===== src/rtl/ecu_pkg.sv =====
// shared constants, codes and helpers for the euler camera update block
package ecu_pkg;

	localparam int VEC_FRAC_BITS   = 14;
	localparam int TRIG_ITERATIONS = 16;

	localparam int CFG_IDX_W = 1;
	localparam int CFG_DAT_W = 16;

	localparam logic [CFG_IDX_W-1:0] REG_MOVE_SPEED = 1'd0;
	localparam logic [CFG_IDX_W-1:0] REG_TURN_SENS  = 1'd1;

	localparam logic CMD_MOVE = 1'b0;
	localparam logic CMD_TURN = 1'b1;

	localparam logic [1:0] DIR_FORWARD  = 2'd0;
	localparam logic [1:0] DIR_BACKWARD = 2'd1;
	localparam logic [1:0] DIR_LEFT     = 2'd2;
	localparam logic [1:0] DIR_RIGHT    = 2'd3;

	localparam logic [15:0] MOVE_SPEED_RST = 16'd640;
	localparam logic [15:0] TURN_SENS_RST  = 16'd6554;

	// operand and product widths of the shared multiplier
	localparam int MW = 34;
	localparam int PW = 2 * MW;
	// angle accumulator width
	localparam int AW = 34;
	// cordic angle width (q11.24 degrees)
	localparam int ZW = 35;

	localparam logic signed [AW-1:0] ANG_HALF  = AW'(180 * 65536);
	localparam logic signed [AW-1:0] ANG_FULL  = AW'(360 * 65536);
	localparam logic signed [AW-1:0] PITCH_LIM = AW'(89 * 65536);

	localparam logic signed [31:0] POS_Z_RST = 32'sd196608;
	localparam logic signed [31:0] YAW_RST   = -32'sd5898240;

	localparam logic signed [ZW-1:0] Q24_NINETY = ZW'(64'd1509949440);
	localparam logic signed [MW-1:0] CORDIC_GAIN = MW'(64'd652032874);
	localparam longint RAD_Q24 = 64'd961263669;

	// arctangent of 2^-i in q11.24 degrees
	function automatic logic signed [ZW-1:0] atan_entry(input logic [4:0] i);
		longint r;
		begin
			r = 0;
			case (i)
				5'd0:  r = 754974720;
				5'd1:  r = 445687602;
				5'd2:  r = 235489089;
				5'd3:  r = 119537938;
				5'd4:  r = 60000934;
				5'd5:  r = 30029717;
				5'd6:  r = 15018523;
				5'd7:  r = 7509720;
				5'd8:  r = 3754917;
				5'd9:  r = 1877466;
				5'd10: r = 938734;
				5'd11: r = 469367;
				default: r = (RAD_Q24 + (64'sd1 << (i - 5'd1))) >>> i;
			endcase
			atan_entry = ZW'(r);
		end
	endfunction

endpackage


===== src/rtl/ecu_cordic.sv =====
// iterative cordic sine and cosine of an angle in degrees
module ecu_cordic #(
	parameter int ITERATIONS = ecu_pkg::TRIG_ITERATIONS
) (
	input  logic                          clk,
	input  logic                          arst_n,
	input  logic                          start,
	input  logic signed [31:0]            angle,
	output logic                          done,
	output logic signed [ecu_pkg::MW-1:0] cos_val,
	output logic signed [ecu_pkg::MW-1:0] sin_val
);

	localparam int IW = $clog2(ITERATIONS);

	logic signed [ecu_pkg::MW-1:0] x_q, y_q, dx, dy;
	logic signed [ecu_pkg::ZW-1:0] z_q, z0, z_in, at;
	logic                          neg_q, neg_in, run_q;
	logic [IW-1:0]                 i_q;

	always_comb begin
		z0 = ecu_pkg::ZW'(angle) <<< 8;
		z_in = z0;
		neg_in = 1'b0;
		if (z0 > ecu_pkg::Q24_NINETY) begin
			z_in = z0 - (ecu_pkg::Q24_NINETY <<< 1);
			neg_in = 1'b1;
		end else if (z0 < -ecu_pkg::Q24_NINETY) begin
			z_in = z0 + (ecu_pkg::Q24_NINETY <<< 1);
			neg_in = 1'b1;
		end
		dx = y_q >>> i_q;
		dy = x_q >>> i_q;
		at = ecu_pkg::atan_entry(5'(i_q));
	end

	always_ff @(posedge clk or negedge arst_n) begin
		if (!arst_n) begin
			run_q <= 1'b0;
			done  <= 1'b0;
			i_q   <= '0;
			neg_q <= 1'b0;
			x_q   <= '0;
			y_q   <= '0;
			z_q   <= '0;
		end else begin
			done <= run_q && !start && (i_q == IW'(ITERATIONS - 1));
			if (start) begin
				x_q   <= ecu_pkg::CORDIC_GAIN;
				y_q   <= '0;
				z_q   <= z_in;
				neg_q <= neg_in;
				i_q   <= '0;
				run_q <= 1'b1;
			end else if (run_q) begin
				if (z_q >= 0) begin
					x_q <= x_q - dx;
					y_q <= y_q + dy;
					z_q <= z_q - at;
				end else begin
					x_q <= x_q + dx;
					y_q <= y_q - dy;
					z_q <= z_q + at;
				end
				if (i_q == IW'(ITERATIONS - 1)) begin
					run_q <= 1'b0;
				end else begin
					i_q <= i_q + 1'b1;
				end
			end
		end
	end

	assign cos_val = neg_q ? -x_q : x_q;
	assign sin_val = neg_q ? -y_q : y_q;

endmodule


===== config.mk =====
export PLATFORM = sky130hd
export DESIGN_NAME = ecu_cordic
export DESIGN_NICKNAME = d
export VERILOG_FILES = /design/src/rtl/ecu_pkg.sv /design/src/rtl/ecu_cordic.sv
export SDC_FILE = /design/constraint.sdc
export NUM_CORES = 1
export LEC_CHECK = 0
export BUFFER_PORTS_ARGS = -buffer_cell sky130_fd_sc_hd__buf_4
export CORE_ASPECT_RATIO = 1.1
export CORE_UTILIZATION = 30
export CTS_CLUSTER_SIZE = 10
export DETAILED_ROUTE_END_ITERATION = 8
export PLACE_DENSITY = 0.5
export SYNTH_ARGS = -nofsm -noshare
export SYNTH_HDL_FRONTEND = slang
export SYNTH_SLANG_ARGS = --single-unit

===== constraint.sdc =====
create_clock -name clk -period 9.25 [get_ports clk]
set_clock_uncertainty 0.05 [all_clocks]
set_input_delay 0.4625 -clock clk [delete_from_list [all_inputs] [get_ports clk]]
set_output_delay 0.4625 -clock clk [all_outputs]
set_load 0.02 [all_outputs]

==> flow_metrics.py <==
metrics = {
    "finish": {
        "drive_gt1_share_pct": 11.9,
        "fill_cells": 6971,
        "fin_nets": 2734,
        "final_cell_mix": "309 x nand2_1, 223 x o21ai_0, 203 x nor2_1",
        "final_cell_count_no_fill": 3430,
        "area_growth_pct": 7.81,
        "layout_commonest_cell": "nand2_1",
        "antennaDiodeCount": 0,
    },
    "sta": {
        "fin_hold_ws_ps": 186,
        "worst_slew_pin_slew_ps": 1230,
        "setup-tns-final_ps": 0,
        "rsz0062_at_grt": "false",
        "setup_viol": 0,
        "post-route-min-period_ps": 7830,
        "fin_crit_sh_pct": 84.6,
        "max_freq_mhz": 128,
        "final_hold_viol_count": 0,
        "timing.slew.headroom_pct": 16.8,
        "slew_violations": 0,
    },
    "worst_setup_path": {
        "cp-startpoint": "i_q[2]",
        "path_class": "reg -> reg",
        "r2r-start": "i_q[2]",
        "required_ps": 9550,
        "start_kind": "flip-flop",
        "crit_end": "z_q[33]",
        "critPathMaxFanout": 38,
        "arrival_ps": 8130,
        "rr_endpoint": "z_q[33]",
        "reg2reg_slack_ps": 1420,
        "endpoint_kind": "flip-flop",
        "worst-r2r-cell-count": 25,
    },
    "clock_tree": {
        "cts_hold_buf": 0,
        "cts.path.max_buffers": 2,
        "clk_latency_ps": 420,
        "clkSinkCount": 110,
        "cts_resized": 0,
        "cts_htree_levels": 3,
        "numCtsBuffers": 9,
        "cts_tree": "done",
        "cts-root-buf": "clkbuf_16",
        "cts_setup_buffers": 0,
        "clk_pin_slew_ps": 90,
    },
    "yosys": {
        "synth_warnings": 0,
        "postSynthAreaPerCell_sq_um": 7.55,
        "synth_ff_type": "dfrtp_1",
        "synthTopCellsByArea": "dfrtp_1 14%, ha_1 7.6%, xnor2_1 6.7%",
        "yosysSeqAreaShare_pct": 13.8,
        "synth_cells": 2634,
        "syn_area_sq_um": 19900,
        "synth.ff_latch_count": 110,
        "synthesis.nets": 2793,
        "ys_types": 102,
        "synth_top_area_cell": "dfrtp_1",
        "synthArstFlopShare_pct": 100,
        "synth_edf_count": 0,
        "synth_top_area_share_pct": 13.8,
    },
    "routing": {
        "drc_errors": 0,
        "wl_um": 74900,
        "initialDrtViolationCount": 1826,
        "vias_per_cell": 5.95,
        "dr.pass1.iters": 7,
        "dr_total_vias": 20400,
        "wl_per_cell_um": 21.8,
        "ant_nets": 0,
    },
    "grt": {
        "grt_pass1_vias": 19500,
        "overflow": 0,
        "busiest_layer": "met2",
        "grt_use_total_pct": 21.9,
        "grt_max_degree": 138,
        "antenna_found_initial": 0,
        "use_met3_pct": 2.83,
        "grt_first_pass_wirelength_um": 116000,
        "grtUsageMet2_pct": 35.0,
        "use_met1_pct": 30.5,
    },
    "floorplan": {
        "rows": 98,
        "die_h_um": 272,
        "ios": 104,
        "die_area_sq_um": 67300,
        "start_util_pct": 30.5,
        "die_x_um": 248,
        "fp.coreArea_sq_um": 65200,
    },
    "power": {
        "powerDensity_nw_per_um2": 427,
        "leakagePower_uw": 0.00890,
        "ir_drop_mv": 0.185,
    },
    "placement": {
        "hpwl_um": 55800,
        "dp_cells": 3414,
        "gp_congestion": 0.933,
        "port_buffers": 98,
    },
    "min_path": {
        "min_path_type": "in -> async",
    },
    "outcome": {
        "status": "complete, no violations",
    },
    "run": {
        "maxCapViolCount": 0,
    },
}
==> registers in the layout, summed over array words and instances (netlist names) <==
name / cells
z_q: 35
done: 1
i_q: 4
x_q: 34
y_q: 34
run_q: 1
neg_q: 1
==> kinds of logic after synthesis <==
| family | count (synthesis) | share of synthesized area, % |
|---|---|---|
| AOI/OAI and AO/OA | 830 | 27.6 |
| xor gates and xnor gates | 258 | 11.4 |
| adders and majority gates | 124 | 7.91 |
| buffers and inverters | 269 | 5.74 |
| DFF | 110 | 13.8 |
| muxes | 184 | 13.0 |
| and+or+nand+nor | 859 | 20.6 |
==> metal layers <==
layer	routed length, um	vias up
met4	1810	0
met3	4760	92
met5	0	-
met1	34100	9986
li1	-	9586
met2	34200	739
==> cells in the mapped netlist (22+ instances only) <==
cell type  count
buf_2         30
o31ai_1       31
buf_1         31
o22ai_1       23
nor2_1       203
nand3_1       43
o211ai_1      31
o21ai_0      223
dfrtp_1      110
xor2_1       106
mux4_2        55
nor3_1        63
inv_1         53
a211oi_1      32
nand2b_1      46
nand2_1      309
a21oi_1      178
clkbuf_1     135
mux2i_1       89
and3_1        22
nor2b_1       32
ha_1         121
a31oi_1       38
mux2_2        38
xnor2_1      152
a21o_1        56
==> area by class of cell <==
type	instances	area, sq um	share of cell area, %
Clock buffer	10	239	1.11
Clock inverter	6	75.1	0.350
Inverter	56	210	0.980
Multi-Input combinational cell	2255	16000	74.6
Sequential cell	110	2770	12.9
Tap cell	850	1060	4.96
Timing Repair Buffer	143	1090	5.06
==> worst max-delay path, stage by stage, from the launching register on <==
cell	delay, ps
dfrtp_4	730
inv_2	320
ha_1	520
nand2_1	170
nor2_1	50
ha_1	230
o21ai_1	480
o21a_1	210
o21ai_1	60
a211o_1	380
a2111oi_1	730
o211ai_2	160
or2_4	290
o41ai_4	380
buf_4	240
xnor2_1	90
ha_1	370
a211oi_1	110
a32oi_1	320
nand3_1	110
a21oi_1	240
a2bb2oi_1	360
o21ai_0	280
o31ai_1	430
mux2i_1	250
o32a_1	150
==> through the flow <==
stage	setup WS, ps	utilization, %	power [uW]	instance area, sq um
2_1_floorplan	456	-	6810	19900
3_3_place_gp	1470	32.4	8490	21100
3_5_place_dp	1580	32.4	8600	21100
4_1_cts	1530	32.9	9130	21400
5_1_grt	897	32.9	10100	21400
6_report	1420	32.9	9150	21400
==> worst min path at each step <==
stage	depth (start not counted)	slack (ps)	endpoint
floorplan	0	120	done
global placement	2	450	z_q[27]
detailed placement	1	460	z_q[32]
CTS	3	190	z_q[15]
global route	3	210	z_q[15]
finish	1	190	y_q[27]
==> report_power, final <==
group	switching, uW	internal (uW)	total, uW
Sequential	531	706	1240
Combinational	4150	3300	7450
Clock	240	223	463
Power figures use the tool's default switching activity.
